File: src/sv/assert_macros.svh
// ----------------------------------------------------------------------------
// assert_macros.svh
// Shared assertion macros for the jitter buffer RTL.
// ----------------------------------------------------------------------------
`ifndef ASSERT_MACROS_SVH
`define ASSERT_MACROS_SVH

// Check a condition at every clock edge outside reset
`define ASSERT_ALWAYS(lbl, clk, rst_n, expr, msg) \
    lbl: assert property (@(posedge clk) disable iff (!rst_n) (expr)) else $error(msg);

// Check that a trigger is followed by a result in the next cycle
`define ASSERT_NEXT(lbl, clk, rst_n, ante, cons, msg) \
    lbl: assert property (@(posedge clk) disable iff (!rst_n) (ante) |=> (cons)) \
        else $error(msg);

`endif

File: src/sv/ajb_pkg.sv
// ----------------------------------------------------------------------------
// ajb_pkg
// Types and constants shared by the jitter buffer modules.
// ----------------------------------------------------------------------------
package ajb_pkg;

    // Ring geometry
    localparam int RING_DEPTH   = 1024;
    localparam int CHUNK_FRAMES = 64;
    localparam int ADDR_W       = $clog2(RING_DEPTH);
    localparam int CNT_W        = ADDR_W + 1;
    localparam int CHUNK_W      = $clog2(CHUNK_FRAMES + 1);

    // Field widths
    localparam int SAMPLE_W  = 16;
    localparam int FILL_W    = 11;
    localparam int PEAK_W    = 15;
    localparam int PREFILL_W = 11;
    localparam int CMP_W     = (CNT_W > PREFILL_W) ? CNT_W : PREFILL_W;

    localparam logic [PEAK_W-1:0] PEAK_MAX = '1;

    // Actions
    localparam logic [1:0] ACT_PUSH = 2'd0;
    localparam logic [1:0] ACT_PULL = 2'd1;
    localparam logic [1:0] ACT_PEAK = 2'd2;

    // Configuration port
    localparam int                    PADDR_W      = 3;
    localparam int                    PDATA_W      = 32;
    localparam logic [PADDR_W-3:0]    REG_PREFILL  = '0;
    localparam logic [PREFILL_W-1:0]  PREFILL_RST  = 11'd256;

    typedef struct packed {
        logic [1:0]                 action;
        logic signed [SAMPLE_W-1:0] sample_in;
        logic                       player_idle;
    } t_in_word;

    typedef struct packed {
        logic signed [SAMPLE_W-1:0] sample_out;
        logic                       sample_valid;
        logic                       last_of_chunk;
        logic                       dropped_oldest;
        logic [FILL_W-1:0]          fill_count;
        logic                       is_primed;
        logic [PEAK_W-1:0]          peak_value;
    } t_out_word;

endpackage

File: src/sv/ajb_cfg.sv
// ----------------------------------------------------------------------------
// ajb_cfg
// APB register block holding the prefill level.
// ----------------------------------------------------------------------------
module ajb_cfg (
    input  logic                           i_clk,
    input  logic                           i_rst_n,
    input  logic                           psel,
    input  logic                           penable,
    input  logic                           pwrite,
    input  logic [ajb_pkg::PADDR_W-1:0]    paddr,
    input  logic [ajb_pkg::PDATA_W-1:0]    pwdata,
    output logic [ajb_pkg::PDATA_W-1:0]    prdata,
    output logic                           pready,
    output logic [ajb_pkg::PREFILL_W-1:0]  o_prefill_level
);

    logic [ajb_pkg::PREFILL_W-1:0] r_prefill;
    logic                          sel_prefill;

    assign sel_prefill = (paddr[ajb_pkg::PADDR_W-1:2] == ajb_pkg::REG_PREFILL);

    // Write the prefill level on the access cycle
    always_ff @(posedge i_clk) begin
        if (!i_rst_n) begin
            r_prefill <= ajb_pkg::PREFILL_RST;
        end else if (psel && penable && pwrite && sel_prefill) begin
            r_prefill <= pwdata[ajb_pkg::PREFILL_W-1:0];
        end
    end

    // Read back, zero outside the register map
    assign prdata = sel_prefill ? ajb_pkg::PDATA_W'(r_prefill) : '0;
    assign pready = 1'b1;

    assign o_prefill_level = r_prefill;

endmodule

File: config.mk
export PLATFORM = sky130hd
export DESIGN_NAME = ajb_cfg
export DESIGN_NICKNAME = d
export VERILOG_FILES = /design/src/sv/assert_macros.svh /design/src/sv/ajb_pkg.sv /design/src/sv/ajb_cfg.sv
export SDC_FILE = /design/constraint.sdc
export NUM_CORES = 1
export LEC_CHECK = 0
export BUFFER_PORTS_ARGS = -buffer_cell sky130_fd_sc_hd__buf_2
export CAP_MARGIN = 30
export CORE_MARGIN = 2
export CORE_UTILIZATION = 32
export DETAILED_ROUTE_END_ITERATION = 8
export GPL_ROUTABILITY_DRIVEN = 0
export PLACE_DENSITY = 0.83
export SYNTH_ARGS = -nofsm -noshare
export SYNTH_HDL_FRONTEND = slang
export SYNTH_SLANG_ARGS = --single-unit
File: constraint.sdc
create_clock -name i_clk -period 1.2 [get_ports i_clk]
set_clock_uncertainty 0.15 [all_clocks]
set_input_delay 0.06 -clock i_clk [delete_from_list [all_inputs] [get_ports i_clk]]
set_output_delay 0.06 -clock i_clk [all_outputs]
set_load 0.05 [all_outputs]
* Yosys cells after proc, flatten, opt, wreduce, memory -nomap -nowiden
Cells that the tools add are included.
** Operators by class
- Multiplexer cells :: 1
- Bitwise operators :: 1
- Reduce and logical (&&, ||, !) cells :: 3
** Operator list (number)
- $mux 11 :: 1
- $logic_and 1x1->1 :: 3
- $not 1->1 :: 1
** Storage, ports and cells
- Bits in registers :: 11
- Bits of input ports :: 40

* Longest topological paths before layout
- Word-level depth :: 3
- Mapped depth :: 3
- Gate-level depth less buffers :: 2

* Least setup slack after synthesis
OpenSTA, ideal clock, no wires.
- Kind :: register to output
- Start :: register r_prefill, in the netlist o_prefill_level[0]
- End :: output prdata[0] (netlist bit)
- Arrival time :: 1410 ps
- Path slack :: -420 ps
- Stages on the path, launching flop included :: 2
- Cells stage by stage :: dfxtp_1 > nor2b_1
** On the way
- Cells in the longest elaborated chain, start to end :: 1
** Ends and longest elaborated chain
- start, declared :: RTL line ajb_cfg.sv:18 : logic [ajb_pkg::PREFILL_W-1:0] r_prefill;
- start signal, assigned :: RTL line ajb_cfg.sv:26 : r_prefill <= ajb_pkg::PREFILL_RST;
- start signal, assigned :: RTL line ajb_cfg.sv:28 : r_prefill <= pwdata[ajb_pkg::PREFILL_W-1:0];
- $mux 11 :: RTL line ajb_cfg.sv:33 : assign prdata = sel_prefill ? ajb_pkg::PDATA_W'(r_prefill) : '0;
- end, declared :: RTL line ajb_cfg.sv:13 : output logic [ajb_pkg::PDATA_W-1:0] prdata,
Every way passes these cells.

* Worst setup path in the final report
- Start :: register r_prefill, in the netlist o_prefill_level[4]
- End :: output prdata[4] (netlist bit)
Same word-level chain as after synthesis.

==> impl_metrics.csv <==
group,metric,value,unit
route,viasPerCell,3.90,
sta,whs,0.00530,ns
power_and_ir_drop,p_leak,0.526,nW
critical_path,crit_fanout,3,
yosys,synth.top_cells.by_area,"dfxtp_1, buf_4, mux2i_1",
critical_path,crit_chain,"nor2b_4 > clkbuf_4",
hold_path,min_from,"i_rst_n",
yosys,synth_warnings,0,
route,drt_wl_total,1560,um
die,core.rowCount,17,
sta,min_period,1.15,ns
die,ioPinCount,84,
power_and_ir_drop,total_power,990,uW
critical_path,r2r.worst_path.cells,2,
route,ant_nets,0,
clock_tree,postCtsSetupBuffers,0,
critical_path,crit_family,"flip-flops",
layout,layout.nets,176,
yosys,avgSynthCellArea,8.45,um^2
layout,area_growth,58.2,%
sta,hold_viol_final,0,
hold_path,hold_class,"in2reg",
place,dp_hpwl,1170,um
sta,max_clock_freq,870,MHz
layout,final_cell_mix,"buf_2, conb_1, nand2_1",
critical_path,timing.rr.start,"o_prefill_level[8]$_SDFFE_PN1P_",
layout,final_common_cell,"buf_2",
critical_path,slowest_delay,0.34,ns
layout,diodes,0,
critical_path,critPathKind,"reg2out",
outcome,status,"completed",
critical_path,endpoint_kind,"primary output",
yosys,synth_area,709,um^2
critical_path,worstPathBufferInverterCount,1,
critical_path,timing.critical_path.arrival,0.94,ns
yosys,synth_top_area_frac,0.310,
global_routing,grt-ovfl-total,0,
power_and_ir_drop,ir_drop,0.453,mV
route,drt_iter0_markers,5,
die,start_util,0.330,
die,die_w,51.1,um
global_routing,grt_pass1_wl,2470,um
route,wl_per_cell,9.59,um
global_routing,grt_util_all_layers,0.126,
yosys,yosysSeqAreaShare,0.310,
die,fp.dieH,51.1,um
global_routing,grt_max_degree,14,
route,vias,635,
die,coreArea,2150,um^2
hold_path,min_to,"o_prefill_level[5]$_SDFFE_PN0P_",
clock_tree,clock-sinks,11,
layout,largest_register_ffs,11,
clock_tree,clk_pin_slew,0.08,ns
critical_path,crit_cells,2,
yosys,synthCells,84,
layout,drive_gt1_frac,0.504,
place,io_buffers,38,
sta,drv_slew,0,
sta,fin_crit_sh,0.958,
die,die_area,2610,um^2
critical_path,crit_slowest_cell,"dfxtp_2",
global_routing,grt_pass1_vias,588,
route,drt-pass1-iter-count,3,
route,drc,0,
clock_tree,cts_buffer_depth,2,
layout,fillers,210,
critical_path,r2r-end,"o_prefill_level[8]$_SDFFE_PN1P_",
yosys,synth_seq_cells,11,
sta,tns,0,ns
flow_run,maxCapViolCount,0,
clock_tree,cts_buffers,3,
yosys,yosys.area.top_type,"dfxtp_1",
critical_path,startpoint_type,"register",
hold_path,hold_path_depth,3,
clock_tree,cts_root_buf,"clkbuf_4",
critical_path,required,0.99,ns
yosys,ys_types,10,
power_and_ir_drop,powerDensity,882,nW/um^2
sta,rsz0062_at_grt,"no",
global_routing,antenna_found_initial,0,
sta,setup_violations,0,
clock_tree,clk_latency,0.26,ns
clock_tree,htreeDepth,1,
clock_tree,cts_tree,"yes",
critical_path,r2r_slack,0.44,ns
[cell type report]
cell class | instances | area, um^2 | share of cell area
flip-flops and latches | 11 | 234 | 0.208
clock buffers | 4 | 26.3 | 0.0234
repair buffers | 53 | 387 | 0.344
well taps | 28 | 35.0 | 0.0312
multi-input cells | 67 | 440 | 0.392
[where the power goes]
| group | switching [mW] | internal (mW) |
|---|---|---|
| registers | 0.00540 | 0.374 |
| clock network | 0.127 | 0.128 |
| logic | 0.258 | 0.0963 |
| total | 0.391 | 0.599 |
[cell families after synthesis]
family                 synth area share
buffers and inverters             0.282
DFF                               0.310
muxes                             0.155
other                            0.0106
and+or+nand+nor                   0.242
[metrics by stage]
| step | util | setup WS, ns | area (um^2) | cells |
|---|---|---|---|---|
| 6_report | 0.522 | 0.0504 | 1120 | 163 |
| 5_1_grt | 0.522 | 0.00180 | 1120 | 163 |
| 4_1_cts | 0.517 | 0.000862 | 1110 | 163 |
| 3_5_place_dp | 0.444 | 0.0784 | 955 | 148 |
| 3_3_place_gp | 0.444 | 0.118 | 955 | 148 |
| 2_1_floorplan | - | 0.129 | 875 | 104 |
[repair_timing]
action,4_1_cts,5_1_grt
hold endpoints to repair,11,0
hold buffers,11,0
pin swaps,0,0
gates resized for setup,8,5
setup endpoints to repair,8,3
[Yosys cell counts (all sizes together)]
master / instances
mux2i: 11
buf: 26
conb: 2
nand2: 20
and2b: 1
nor2b: 12
dfxtp: 11
and4b: 1
[worst max path at each step]
stage / startpoint / to / slack (ns)
final: o_prefill_level[4]$_SDFFE_PN0P_ / prdata[4] / 0.05
after detailed placement: paddr[2] / o_prefill_level[0]$_SDFFE_PN0P_ / 0.08
after global placement: paddr[2] / o_prefill_level[0]$_SDFFE_PN0P_ / 0.12
after floorplan: o_prefill_level[0]$_SDFFE_PN0P_ / prdata[0] / 0.13
after global routing: o_prefill_level[10]$_SDFFE_PN0P_ / prdata[10] / 0.002
after CTS: o_prefill_level[8]$_SDFFE_PN1P_ / prdata[8] / 0.0009
[per-layer routing]
metal | routed length, um | vias up | track usage
met1 | 585 | 283 | 0.129
met3 | 138 | 0 | 0.0322
li1 | - | 318 | -
met4 | 0 | 0 | 0.0405
met2 | 838 | 34 | 0.245
met5 | 0 | - | 0
[worst min-delay path, cell delays in order]
cell and delay [ns]:
buf_2 0.18, nand2_1 0.09, mux2i_1 0.05
Note: power is estimated with default switching activity, not from simulation.
